### src/design/lcg_seed_pattern_search_macros.svh
// Assertion macros for the LCG seed pattern search.
// Included by modules that carry concurrent checks; no other dependencies.
`ifndef LCG_SEED_PATTERN_SEARCH_MACROS_SVH
`define LCG_SEED_PATTERN_SEARCH_MACROS_SVH
`ifndef SYNTHESIS
`define LSPS_ASSERT(label, prop, msg) \
	label: assert property (@(posedge clk) disable iff (!arst_n) (prop)) else $error(msg);
`define LSPS_ASSERT_IMP(label, ante, cons, msg) \
	label: assert property (@(posedge clk) disable iff (!arst_n) (ante) |-> (cons)) \
	else $error(msg);
`else
`define LSPS_ASSERT(label, prop, msg)
`define LSPS_ASSERT_IMP(label, ante, cons, msg)
`endif
`endif

### src/design/lsps_pkg.sv
// Shared types and constants for the LCG seed pattern search.
// No dependencies.
package lsps_pkg;

	localparam int WORD_W = 64;
	localparam int HALF_W = 32;
	localparam int CNT_W = 7;
	localparam int CFG_IDX_W = 3;
	localparam int RESULT_CAP_DEF = 64;

	localparam logic [WORD_W-1:0] LCG_MUL = 64'h5d588b656c078965;
	localparam logic [WORD_W-1:0] LCG_ADD = 64'h0000_0000_0026_9ec3;
	localparam logic [6:0] FRAME_SCALE = 7'd100;

	localparam logic [CFG_IDX_W-1:0] REG_FRAME_LIMIT = 3'd0;
	localparam logic [CFG_IDX_W-1:0] REG_PATTERN_BITS = 3'd1;
	localparam logic [CFG_IDX_W-1:0] REG_PATTERN_LEN = 3'd2;
	localparam logic [CFG_IDX_W-1:0] REG_FILTER_MODE = 3'd3;
	localparam logic [CFG_IDX_W-1:0] REG_START_FILTER = 3'd4;
	localparam logic [CFG_IDX_W-1:0] REG_END_FILTER = 3'd5;
	localparam logic [CFG_IDX_W-1:0] REG_RESULT_LIMIT = 3'd6;

	typedef enum logic [2:0] {
		ST_IDLE,
		ST_SETUP,
		ST_JUMP,
		ST_MWAIT,
		ST_FRAME,
		ST_DECIDE,
		ST_REPORT,
		ST_FINISH
	} state_t;

	typedef enum logic [2:0] {
		OP_AM,
		OP_AI,
		OP_JI,
		OP_JM,
		OP_APPLY,
		OP_STEP
	} op_t;

endpackage

### src/design/lcg_seed_pattern_search.sv
// Top level of the LCG seed pattern search: config registers, sequencer, result staging.
// Depends on lsps_pkg, lsps_mul64 and lcg_seed_pattern_search_macros.svh.
//
// One seed is searched at a time; in_stall stays high until its last result is staged.
// All 64-bit products go through one shared multiply-add unit; each operation holds the
// sequencer from its issue until the unit signals done. Unfiltered, each frame takes one
// LCG step plus a report per match, and a seed walks max(frame_limit,1) frames, fewer
// once the result limit stops the walk. Filtered, the jump-ahead works through each bit
// of the step count (up to 33 bits), then comes the apply and one LCG step per pattern
// bit. A seed is rejected straight from setup when the result limit is already reached.
// Results are held in one pending register so the final one can be flagged, plus an
// output register.
`include "lcg_seed_pattern_search_macros.svh"
module lcg_seed_pattern_search import lsps_pkg::*; #(
	parameter int RESULT_CAP = RESULT_CAP_DEF
) (
	input  logic                 clk,
	input  logic                 arst_n,
	input  logic                 cfg_we,
	input  logic [CFG_IDX_W-1:0] cfg_index,
	input  logic [WORD_W-1:0]    cfg_data,
	input  logic                 in_valid,
	output logic                 in_stall,
	input  logic [HALF_W-1:0]    seed,
	input  logic                 new_search,
	output logic                 out_valid,
	input  logic                 out_stall,
	output logic                 matched,
	output logic [HALF_W-1:0]    match_seed,
	output logic [HALF_W-1:0]    window_start,
	output logic [HALF_W-1:0]    window_end,
	output logic                 last,
	output logic                 limit_hit
);

	// config
	logic [HALF_W-1:0] frame_limit_q, start_frm_q, end_frm_q;
	logic [WORD_W-1:0] pattern_bits_q;
	logic [6:0]        pattern_len_q;
	logic [1:0]        filter_mode_q;
	logic [CNT_W-1:0]  match_limit_q;

	// sequencer and datapath
	state_t            state_q, state_d;
	op_t               op_q;
	logic [HALF_W-1:0] seed_q, fc_q, rep_ws_q, rep_we_q;
	logic [CNT_W-1:0]  count_q;
	logic [WORD_W-1:0] lcg_q, win_q, jm_q, ji_q, am_q, ai_q;
	logic [HALF_W:0]   steps_q;
	logic              filt_q;

	// pending and output results
	logic              pend_v_q, pend_lh_q;
	logic [HALF_W-1:0] pend_ws_q, pend_we_q;
	logic              out_v_q, out_m_q, out_last_q, out_lh_q;
	logic [HALF_W-1:0] out_seed_q, out_ws_q, out_we_q;

	// combinational
	logic [CNT_W-1:0]  lim, cnt_inc;
	logic [6:0]        len;
	logic [WORD_W-1:0] mask, win_nx;
	logic [38:0]       bit_prod;
	logic              start_f, no_chk, tgt_ok, out_free, unf_hit, last_frame, out_load;
	logic [HALF_W:0]   target, fc1, len33;
	logic [HALF_W-1:0] sf;
	logic              mul_start, mul_done;
	logic [WORD_W-1:0] mul_a, mul_b, mul_c, mul_res;

	assign lim = (32'(match_limit_q) > RESULT_CAP) ? CNT_W'(RESULT_CAP) : match_limit_q;
	assign len = (pattern_len_q > 7'd64) ? 7'd64 : pattern_len_q;
	assign len33 = {{(HALF_W-6){1'b0}}, len};
	assign mask = len[6] ? {WORD_W{1'b1}} : ((WORD_W'(1) << len[5:0]) - WORD_W'(1));
	assign bit_prod = {7'd0, lcg_q[WORD_W-1:HALF_W]} * {32'd0, FRAME_SCALE};
	assign win_nx = {win_q[WORD_W-2:0], bit_prod[HALF_W]} & mask;
	assign cnt_inc = count_q + CNT_W'(1);
	assign out_free = !out_v_q || !out_stall;
	assign fc1 = {1'b0, fc_q} + 33'd1;
	assign last_frame = fc1 >= {1'b0, frame_limit_q};
	assign unf_hit = (len == 7'd0) || (fc1 >= len33 && win_q == pattern_bits_q);
	assign out_load = (state_q == ST_REPORT && pend_v_q && out_free)
		|| (state_q == ST_FINISH && out_free);

	// filter target window
	assign start_f = filter_mode_q[0] && !filter_mode_q[1];
	assign no_chk = start_f && len == 7'd0 && start_frm_q == '0;
	always_comb begin
		if (start_f)
			target = (len == 7'd0) ? {1'b0, start_frm_q} - 33'd1
				: {1'b0, start_frm_q} + len33 - 33'd1;
		else
			target = {1'b0, end_frm_q};
	end
	assign tgt_ok = !no_chk && !target[HALF_W] && target[HALF_W-1:0] < frame_limit_q
		&& target + 33'd1 >= len33;
	assign sf = target[HALF_W-1:0] - HALF_W'(len) + HALF_W'(1);

	always_comb begin
		mul_start = 1'b0;
		mul_a = lcg_q;
		mul_b = LCG_MUL;
		mul_c = LCG_ADD;
		if (state_q == ST_JUMP) begin
			mul_start = 1'b1;
			unique case (op_q)
				OP_AM: begin
					mul_a = am_q;
					mul_b = jm_q;
					mul_c = '0;
				end
				OP_AI: begin
					mul_a = ai_q;
					mul_b = jm_q;
					mul_c = ji_q;
				end
				OP_JI: begin
					mul_a = ji_q;
					mul_b = jm_q + WORD_W'(1);
					mul_c = '0;
				end
				OP_JM: begin
					mul_a = jm_q;
					mul_b = jm_q;
					mul_c = '0;
				end
				OP_APPLY: begin
					mul_a = am_q;
					mul_b = {{HALF_W{1'b0}}, seed_q};
					mul_c = ai_q;
				end
				default: begin
					mul_a = lcg_q;
					mul_b = LCG_MUL;
					mul_c = LCG_ADD;
				end
			endcase
		end else if (state_q == ST_FRAME) begin
			mul_start = 1'b1;
		end
	end

	lsps_mul64 u_mul (
		.clk    (clk),
		.arst_n (arst_n),
		.start  (mul_start),
		.a      (mul_a),
		.b      (mul_b),
		.c      (mul_c),
		.done   (mul_done),
		.result (mul_res)
	);

	// next state
	always_comb begin
		state_d = state_q;
		unique case (state_q)
			ST_IDLE:
				if (in_valid)
					state_d = ST_SETUP;
			ST_SETUP: begin
				if (count_q >= lim)
					state_d = ST_FINISH;
				else if (filter_mode_q == 2'd0)
					state_d = ST_JUMP;
				else if (!tgt_ok)
					state_d = ST_FINISH;
				else if (len == 7'd0)
					state_d = ST_REPORT;
				else
					state_d = ST_JUMP;
			end
			ST_JUMP:
				state_d = ST_MWAIT;
			ST_FRAME:
				state_d = ST_MWAIT;
			ST_MWAIT:
				if (mul_done) begin
					if (op_q == OP_APPLY)
						state_d = ST_FRAME;
					else if (op_q == OP_STEP)
						state_d = ST_DECIDE;
					else
						state_d = ST_JUMP;
				end
			ST_DECIDE: begin
				if (filt_q) begin
					if (fc1 == len33)
						state_d = (win_q == pattern_bits_q) ? ST_REPORT : ST_FINISH;
					else
						state_d = ST_FRAME;
				end else if (unf_hit)
					state_d = ST_REPORT;
				else
					state_d = last_frame ? ST_FINISH : ST_FRAME;
			end
			ST_REPORT:
				if (!pend_v_q || out_free) begin
					if (cnt_inc >= lim || filt_q || last_frame)
						state_d = ST_FINISH;
					else
						state_d = ST_FRAME;
				end
			ST_FINISH:
				if (out_free)
					state_d = ST_IDLE;
			default:
				state_d = ST_IDLE;
		endcase
	end

	always_ff @(posedge clk or negedge arst_n) begin
		if (!arst_n)
			state_q <= ST_IDLE;
		else
			state_q <= state_d;
	end

	// config registers
	always_ff @(posedge clk or negedge arst_n) begin
		if (!arst_n) begin
			frame_limit_q <= '0;
			pattern_bits_q <= '0;
			pattern_len_q <= '0;
			filter_mode_q <= '0;
			start_frm_q <= '0;
			end_frm_q <= '0;
			match_limit_q <= CNT_W'(64);
		end else if (cfg_we) begin
			unique case (cfg_index)
				REG_FRAME_LIMIT:  frame_limit_q <= cfg_data[HALF_W-1:0];
				REG_PATTERN_BITS: pattern_bits_q <= cfg_data;
				REG_PATTERN_LEN:  pattern_len_q <= cfg_data[6:0];
				REG_FILTER_MODE:  filter_mode_q <= cfg_data[1:0];
				REG_START_FILTER: start_frm_q <= cfg_data[HALF_W-1:0];
				REG_END_FILTER:   end_frm_q <= cfg_data[HALF_W-1:0];
				REG_RESULT_LIMIT: match_limit_q <= cfg_data[CNT_W-1:0];
				default: ;
			endcase
		end
	end

	// control state
	always_ff @(posedge clk or negedge arst_n) begin
		if (!arst_n) begin
			count_q <= '0;
			pend_v_q <= 1'b0;
			out_v_q <= 1'b0;
			op_q <= OP_STEP;
			filt_q <= 1'b0;
		end else begin
			if (out_load)
				out_v_q <= 1'b1;
			else if (!out_stall)
				out_v_q <= 1'b0;
			unique case (state_q)
				ST_IDLE:
					if (in_valid && new_search)
						count_q <= '0;
				ST_SETUP: begin
					filt_q <= filter_mode_q != 2'd0;
					if (filter_mode_q == 2'd0)
						op_q <= OP_APPLY;
					else
						op_q <= sf[0] ? OP_JI : OP_AM;  // low bit of sf+1
				end
				ST_FRAME:
					op_q <= OP_STEP;
				ST_MWAIT:
					if (mul_done) begin
						unique case (op_q)
							OP_AM: op_q <= OP_AI;
							OP_AI: op_q <= OP_JI;
							OP_JI: op_q <= OP_JM;
							OP_JM: begin
								if (steps_q[HALF_W:1] == '0)
									op_q <= OP_APPLY;
								else
									op_q <= steps_q[1] ? OP_AM : OP_JI;
							end
							default: ;
						endcase
					end
				ST_REPORT:
					if (!pend_v_q || out_free) begin
						count_q <= cnt_inc;
						pend_v_q <= 1'b1;
					end
				ST_FINISH:
					if (out_free)
						pend_v_q <= 1'b0;
				default: ;
			endcase
		end
	end

	// payload
	always_ff @(posedge clk) begin
		unique case (state_q)
			ST_IDLE:
				if (in_valid)
					seed_q <= seed;
			ST_SETUP: begin
				rep_ws_q <= sf;
				rep_we_q <= target[HALF_W-1:0];
				steps_q <= {1'b0, sf} + 33'd1;
				jm_q <= LCG_MUL;
				ji_q <= LCG_ADD;
				// unfiltered start reuses the apply step as one plain LCG step
				am_q <= (filter_mode_q == 2'd0) ? LCG_MUL : WORD_W'(1);
				ai_q <= (filter_mode_q == 2'd0) ? LCG_ADD : '0;
				win_q <= '0;
				fc_q <= '0;
			end
			ST_FRAME:
				win_q <= win_nx;
			ST_MWAIT:
				if (mul_done) begin
					unique case (op_q)
						OP_AM: am_q <= mul_res;
						OP_AI: ai_q <= mul_res;
						OP_JI: ji_q <= mul_res;
						OP_JM: begin
							jm_q <= mul_res;
							steps_q <= steps_q >> 1;
						end
						OP_APPLY, OP_STEP: lcg_q <= mul_res;
						default: ;
					endcase
				end
			ST_DECIDE: begin
				if (!filt_q) begin
					rep_ws_q <= fc_q - HALF_W'(len) + HALF_W'(1);
					rep_we_q <= fc_q;
				end
				if (filt_q ? (fc1 != len33) : (!unf_hit && !last_frame))
					fc_q <= fc1[HALF_W-1:0];
			end
			ST_REPORT:
				if (!pend_v_q || out_free) begin
					pend_ws_q <= rep_ws_q;
					pend_we_q <= rep_we_q;
					pend_lh_q <= cnt_inc >= lim;
					if (pend_v_q) begin
						out_m_q <= 1'b1;
						out_seed_q <= seed_q;
						out_ws_q <= pend_ws_q;
						out_we_q <= pend_we_q;
						out_last_q <= 1'b0;
						out_lh_q <= pend_lh_q;
					end
					if (!filt_q && cnt_inc < lim && !last_frame)
						fc_q <= fc1[HALF_W-1:0];
				end
			ST_FINISH:
				if (out_free) begin
					out_m_q <= pend_v_q;
					out_seed_q <= seed_q;
					out_ws_q <= pend_v_q ? pend_ws_q : '0;
					out_we_q <= pend_v_q ? pend_we_q : '0;
					out_last_q <= 1'b1;
					out_lh_q <= pend_v_q ? pend_lh_q : (count_q >= lim);
				end
			default: ;
		endcase
	end

	assign in_stall = state_q != ST_IDLE;
	assign out_valid = out_v_q;
	assign matched = out_m_q;
	assign match_seed = out_seed_q;
	assign window_start = out_ws_q;
	assign window_end = out_we_q;
	assign last = out_last_q;
	assign limit_hit = out_lh_q;

	`LSPS_ASSERT_IMP(a_done_in_wait, mul_done, state_q == ST_MWAIT, "mul result outside wait")
	`LSPS_ASSERT_IMP(a_idle_no_pend, state_q == ST_IDLE, !pend_v_q, "pending result left")
	`LSPS_ASSERT_IMP(a_out_src, $rose(out_v_q),
		$past(state_q == ST_REPORT) || $past(state_q == ST_FINISH), "stray result")
	`LSPS_ASSERT_IMP(a_count_step, $past(state_q == ST_REPORT) && count_q != $past(count_q),
		count_q == $past(count_q) + CNT_W'(1), "match count jumped")

endmodule

### src/design/lsps_mul64.sv
// Shared 64x64 (low half) multiply-add: result = a*b + c, with done raised as the last partial product is added.
// One 32x32 multiplier, three partial products accumulated one per cycle; depends on lsps_pkg.
module lsps_mul64 import lsps_pkg::*; (
	input  logic              clk,
	input  logic              arst_n,
	input  logic              start,
	input  logic [WORD_W-1:0] a,
	input  logic [WORD_W-1:0] b,
	input  logic [WORD_W-1:0] c,
	output logic              done,
	output logic [WORD_W-1:0] result
);

	logic [1:0]        phase_q;
	logic              done_q;
	logic [WORD_W-1:0] a_q, b_q, acc_q;
	logic [HALF_W-1:0] x, y;
	logic [WORD_W-1:0] pp, addend;

	always_comb begin
		unique case (phase_q)
			2'd1: begin
				x = a_q[HALF_W-1:0];
				y = b_q[HALF_W-1:0];
			end
			2'd2: begin
				x = a_q[HALF_W-1:0];
				y = b_q[WORD_W-1:HALF_W];
			end
			default: begin
				x = a_q[WORD_W-1:HALF_W];
				y = b_q[HALF_W-1:0];
			end
		endcase
		pp = WORD_W'(x) * WORD_W'(y);
		// cross terms only reach the upper half
		addend = (phase_q == 2'd1) ? pp : {pp[HALF_W-1:0], {HALF_W{1'b0}}};
	end

	always_ff @(posedge clk or negedge arst_n) begin
		if (!arst_n) begin
			phase_q <= 2'd0;
			done_q <= 1'b0;
		end else begin
			done_q <= (phase_q == 2'd3);
			if (start)
				phase_q <= 2'd1;
			else if (phase_q != 2'd0)
				phase_q <= (phase_q == 2'd3) ? 2'd0 : phase_q + 2'd1;
		end
	end

	always_ff @(posedge clk) begin
		if (start) begin
			a_q <= a;
			b_q <= b;
			acc_q <= c;
		end else if (phase_q != 2'd0) begin
			acc_q <= acc_q + addend;
		end
	end

	assign done = done_q;
	assign result = acc_q;

endmodule

### config.mk
export PLATFORM = sky130hd
export DESIGN_NAME = lcg_seed_pattern_search
export DESIGN_NICKNAME = d
export VERILOG_FILES = /design/src/design/lsps_pkg.sv /design/src/design/lcg_seed_pattern_search.sv /design/src/design/lsps_mul64.sv
export VERILOG_INCLUDE_DIRS = /design/src /design/src/design
export SDC_FILE = /design/constraint.sdc
export NUM_CORES = 2
export LEC_CHECK = 0
export ABC_AREA = 0
export BUFFER_PORTS_ARGS = -buffer_cell sky130_fd_sc_hd__buf_2
export CAP_MARGIN = 5
export CORE_MARGIN = 2
export CORE_UTILIZATION = 60
export CTS_BUF_LIST = sky130_fd_sc_hd__clkbuf_2
export DETAILED_ROUTE_END_ITERATION = 10
export HOLD_SLACK_MARGIN = 0.06
export PLACE_DENSITY = 0.75
export RECOVER_POWER = 50
export SLEW_MARGIN = 0
export SYNTH_ARGS = -nofsm -noshare
export SYNTH_HDL_FRONTEND = slang
export SYNTH_SLANG_ARGS = --single-unit
### constraint.sdc
create_clock -name clk -period 27.9 [get_ports clk]
set_input_delay 0 -clock clk [delete_from_list [all_inputs] [get_ports clk]]
set_output_delay 0 -clock clk [all_outputs]
set_load 0.02 [all_outputs]
Word level (Yosys, flattened, before mapping)
Index checks and enable logic that the tools add are counted.
{"block": "totals", "out_inout_bits": 101, "reg_bits": 1096, "wordCells": 285}
{"block": "classes", "order_cmp": 9, "add_sub_neg": 15, "n_reduce_logical": 74, "eq_ne": 39, "n_shift": 1, "muxes": 106, "bitwise": 1, "n_mul": 2}
{"op": "64-bit 2-to-1 mux", "count": 14}
{"op": "64-bit one-hot mux with 2 select lines", "count": 5}
{"op": "32-bit 2-to-1 mux", "count": 18}
{"op": "64-bit one-hot mux with 3 select lines", "count": 2}
{"op": "32-bit one-hot mux with 2 select lines", "count": 5}
{"op": "64-bit one-hot mux with 4 select lines", "count": 1}
{"op": "33-bit 2-to-1 mux", "count": 4}
{"op": "32-bit one-hot mux with 3 select lines", "count": 1}
{"op": "32-bit by 1-bit adder with 33-bit output (second input constant)", "count": 2}
{"op": "33-bit by 7-bit >= comparator with 1-bit output", "count": 2}
{"op": "33-bit one-hot mux with 2 select lines", "count": 1}
{"op": "32-bit by 1-bit adder with 32-bit output (second input constant)", "count": 2}
{"op": "64-bit by 1-bit adder with 64-bit output (second input constant)", "count": 1}
{"op": "64-bit adder", "count": 1}
{"op": "64-bit AND", "count": 1}
{"op": "64-bit equality test", "count": 1}
{"op": "32-bit zero test", "count": 2}
{"op": "32-bit by 32-bit multiplier with 64-bit output", "count": 1}
{"op": "1-bit by 6-bit << shifter with 64-bit output (first input constant)", "count": 1}
{"op": "32-bit by 7-bit subtractor with 32-bit output", "count": 2}
{"op": "64-bit by 1-bit subtractor with 64-bit output (second input constant)", "count": 1}
{"op": "63-bit 2-to-1 mux", "count": 1}
{"op": "3-bit 2-to-1 mux", "count": 14}
{"op": "32-bit by 7-bit adder with 33-bit output", "count": 1}
{"op": "other kinds (43)", "count": 163}

Depth between registers and ports, before layout
{"block": "depth", "depth_word": 14, "depth_mapped": 47, "mapped_depth_nobuf": 44}

Hierarchy
From an unflattened synthesis, not the netlist that was laid out.
{"block": "unflattened", "hier_cells": 9691, "area_unflattened_um2": 96203.5}
{"mod": "lcg_seed_pattern_search", "cells_per_inst": 4974, "instances": 1, "seq_area_each_um2": 26068.8, "area_per_inst_um2": 52534.1}
{"mod": "lsps_mul64", "cells_per_inst": 4717, "instances": 1, "seq_area_each_um2": 5840.6, "area_per_inst_um2": 43669.4}

Worst setup path before layout
Ideal clock, no wire load.
{"block": "synth_path", "path_kind": "register -> register", "from": "reg u_mul.phase_q[0]", "to": "reg u_mul.acc_q[61], in the netlist u_mul.result[61], data pin", "stages_incl_launch_ff": 46, "setup_time_ns": 0.271, "t_arrival_ns": 11.108, "synth_period_minus_slack_ns": 11.379, "required_time_ns": 27.629, "slack_ns": 16.521, "n_path_buf": 4, "path_cell_list": "dfrtp_1 > inv_1 > ha_1 > clkbuf_1 > clkbuf_1 > mux2i_1 > clkbuf_1 > nor2_1 > fa_1 > inv_1 > fa_1 > inv_1 > fa_1 > inv_1 > fa_1 > inv_1 > fa_1 > fa_1 > [... 10 more ...] > a311oi_1 > nor2b_1 > o21ai_0 > nand2b_1 > xnor2_1 > a21oi_1 > ha_1 > a21o_1 > a21o_1 > a21oi_1 > o21ai_0 > a2111oi_0 > o311a_1 > o21ai_1 > a21o_1 > a21oi_1 > xor2_1 > o22ai_1"}
{"block": "synth_between", "elab_chain_cells": 8}
{"element": "from (decl)", "line": "lsps_mul64.sv:14", "rtl": "logic [1:0] phase_q;"}
{"element": "from (signal assigned)", "line": "lsps_mul64.sv:49", "rtl": "phase_q <= (phase_q == 2'd3) ? 2'd0 : phase_q + 2'd1;"}
{"element": "2-bit equality test or 2-bit by 1-bit equality test with 1-bit output (tied branches)", "line": "lsps_mul64.sv:21, lsps_mul64.sv:37"}
{"element": "2-bit OR reduction (no source line)"}
{"element": "32-bit 2-to-1 mux", "line": "lsps_mul64.sv:21", "rtl": "unique case (phase_q)"}
{"element": "32-bit by 32-bit multiplier with 64-bit output", "line": "lsps_mul64.sv:35", "rtl": "pp = WORD_W'(x) * WORD_W'(y);"}
{"element": "64-bit 2-to-1 mux *", "line": "lsps_mul64.sv:37", "rtl": "addend = (phase_q == 2'd1) ? pp : {pp[HALF_W-1:0], {HALF_W{1'b0}}};"}
{"element": "64-bit adder *", "line": "lsps_mul64.sv:59", "rtl": "acc_q <= acc_q + addend;"}
{"element": "64-bit 2-to-1 mux *", "line": "lsps_mul64.sv:58", "rtl": "end else if (phase_q != 2'd0) begin"}
{"element": "64-bit 2-to-1 mux *", "line": "lsps_mul64.sv:54", "rtl": "if (start) begin"}
{"element": "to (signal assigned)", "line": "lsps_mul64.sv:59"}
{"element": "to (decl)", "line": "lsps_mul64.sv:16", "rtl": "logic [WORD_W-1:0] a_q, b_q, acc_q;"}
Mark *: on every way between the ends. The rest lies on a longest branch, timed or not. The select of a mux whose other input is x is not followed.
A chain may end at the register's enable or synchronous reset.

Final worst setup path
Ends and elaborated chain as after synthesis.

==> results.md <==
* CP startpoint kind: flop
* Post-DP Area at 97700 µm²
* Worst r2r path cells at 42
* Grt ovf at 0
* GPL Wtd Cong at 1.03
* Core Box Area at 156000 µm²
* Clk buf depth at 4
* Number of flops mapped to enable cells by yosys at 900
* Crit path kind: flop to flop
* I/O pin cnt at 206
* Crit path required time at 29.28 ns
* Flop-to-flop setup slack at 13.92 ns
* WL per Instance at 27.4 µm
* Syn-to-layout area delta at 10.6%
* Worst Hold Path EP: pattern_bits_q[61]
* CTS tree: done
* Syn nets at 11023
* Crit path capture type: flop
* WHS Path Cells at 5
* DR vias at 77748
* Share of post-route cells with drive strength above 1 at 9.69%
* H-Tree Depth at 5
* RSZ-0062 raised after global routing: false
* Initial antenna violation count at 28
* Post-CTS setup buffer count at 0
* Arrival time worst endpoint at 15.36 ns
* Die Wd at 400 µm
* Status: complete, but fails checks
* Highest clock rate at 71.5 MHz
* Final instance area at 104000 µm²
* Worst hold start: cfg_data[61]
* Max incr delay on CP at 0.99 ns
* Setup TNS at 0 ns
* Leading area contributor after synthesis: edfxtp_1
* Sequential share of the synthesized area at 33.9%
* DIE HEIGHT at 400 µm
* Relative slew slack at -208%
* Final Hold Viols at 0
* Post-synth top area share at 28.7%
* Failing checks: capacitance limit, slew limit
* Buf+Inv Stages, Crit Path at 6
* R2r startpoint: u_mul.phase_q[0]
* Port Buf Inserts at 205
* CP max stage cell: a2111oi_0
* Async SR Flop Fraction at 17.8%
* Max-Cap Viols at 21
* Reg2reg end: u_mul.result[61]
* # nets final at 11690
* DR DRC count at 0
* Worst-margin pin slew at 4.62 ns
* Cell family with most CP delay: adder cells
* CTS clk-pin slew, worst paths at 0.11 ns
* CTS buffer count at 301
* Initial DRC count at 10198
* Worst Clk Skew at 0.261 ns
* Pre-Repair DR Iteration Count at 6
* Hold WC Path Type: primary input to flop
* Initial Utilization at 60.3%
* Synth Area per Inst at 10.1 µm²
* Post-CTS Hold Fix Bufs at 425
* Vias in the first global route at 77518
* Setup-failing EPs final at 0
* Die Footprint at 160000 µm²
* Total wire length at 335 mm
* Fin crit share at 50.1%
* Pin count of the biggest net entering global routing at 145
* Number of routed nets with antenna violations at 0
* Row count at 145
* Critical Path Stages at 42
* GR Util All Layers at 42.2%
* Top cells by area, synth: edfxtp_1 29%, fa_1 20%, ha_1 9.2%
* Via density at 6.36
* CTS Sinks at 1095
* Latest clock arrival within the worst-skew pair at 1.82 ns
* Final Max Slew Viols at 975
* Synthesis-stage register bit count at 1095
* First-pass GRT wire length at 495 mm
* Crit-path most repeated cell: fa_1
* Top-count cell post-synth: inv_1
* Commonest cells in the netlist: 1207 x inv_1, 987 x nor2_1, 924 x fa_1
* Post-cts sizing count at 0
* Hpwl dp at 241 mm
* Mapped Cells at 9299
* Distinct cell type count after synthesis at 101
* CTS Root Cell: clkbuf_2
* Crit path max fanout at 38
* Min Tclk post-route at 13.98 ns
* Layout fillers at 12245
* Yosys warns at 0
* Post-Syn Area at 94100 µm²
* Dominant synthesized flop cell: edfxtp_1
* Hold_ws at 0.173 ns
layout make-up:
| cell class | count | area (µm²) | share of cell area [%] |
|---|---|---|---|
| Antenna cell | 18 | 45.0 | 0.0432 |
| Clock buffer | 429 | 2150 | 2.06 |
| Clock inverter | 66 | 294 | 0.282 |
| Inverter | 1213 | 4560 | 4.38 |
| Multi-Input combinational cell | 6578 | 56400 | 54.2 |
| Sequential cell | 1095 | 31900 | 30.6 |
| Tap cell | 2058 | 2570 | 2.47 |
| Timing Repair Buffer | 777 | 6180 | 5.93 |
cell usage in the layout, fill, tap and decap left out, drive strengths merged, types with 24 or more instances in the layout:
cell,count
nand4,86
clkinv,62
nor3,71
o21a,35
dlygate4sd3,423
and3,98
xor2,153
xnor2,291
a21o,108
dfrtp,192
inv,1216
clkbuf,562
a221oi,27
o21bai,31
mux2,184
and2,113
nand2b,51
nor2b,112
nor4,42
o22ai,53
or2,24
a21oi,377
mux2i,73
or3,60
a22oi,197
o21ai,322
fa,924
nand2,908
buf,220
edfxtp,900
ha,695
nand3,124
a31oi,113
nor2,989
a211oi,39
registers in the layout, indices dropped and copies added (netlist names), 64 cells and up:
signal / cells
ai_q: 64
jm_q: 64
pattern_bits_q: 64
lcg_q: 64
u_mul.a_q: 64
am_q: 64
u_mul.result: 64
win_q: 64
ji_q: 64
u_mul.b_q: 64
logic make-up after synthesis:
| kind of cell | synth area share [%] |
|---|---|
| xor gates and xnor gates | 4.14 |
| AOI/OAI and AO/OA | 10.4 |
| buffers and inverters | 6.52 |
| muxes | 2.98 |
| adders and majority gates | 28.9 |
| DFF | 33.9 |
| and+or+nand+nor | 13.2 |
through the flow:
step                      util, %  instances  worst slack, ns
after CTS                    66.9      12216            14.24
final                        66.8      12234            13.92
after detailed placement     62.6      11296            14.29
after floorplan                 -       9299            16.52
after global placement       62.6      11296            14.43
after global routing         66.7      12224            13.33
layer usage:
layer	part of all wire (%)	GRT usage, %	up-vias
met4	5.7	20.3	16
met3	15	14.0	1093
met2	41	59.5	5548
met5	0.10	0.424	-
met1	38	58.6	38257
li1	-	-	32834
worst register-to-register path, delay by kind of cell (launching register included):
kind,cells,cell delay (ns)
adders and majority gates,11,5.52
muxes,1,0.71
AOI/OAI and AO/OA,15,4.18
DFF,1,0.44
and+or+nand+nor,7,0.97
xor gates and xnor gates,2,0.31
buffers and inverters,6,1.54
how the worst max path moves through the flow:
stage	start	endpoint	slack, ns
2_1_floorplan	u_mul.phase_q[0]	u_mul.result[61]	16.52
3_3_place_gp	u_mul.phase_q[0]	u_mul.result[61]	14.43
3_5_place_dp	u_mul.phase_q[0]	u_mul.result[61]	14.29
4_1_cts	u_mul.phase_q[0]	u_mul.result[61]	14.24
5_1_grt	u_mul.phase_q[0]	u_mul.result[61]	13.33
6_report	u_mul.phase_q[0]	u_mul.result[61]	13.92
Power is not shown: default switching activity piles up to over one toggle a cycle in this logic, so the estimate is an artifact.
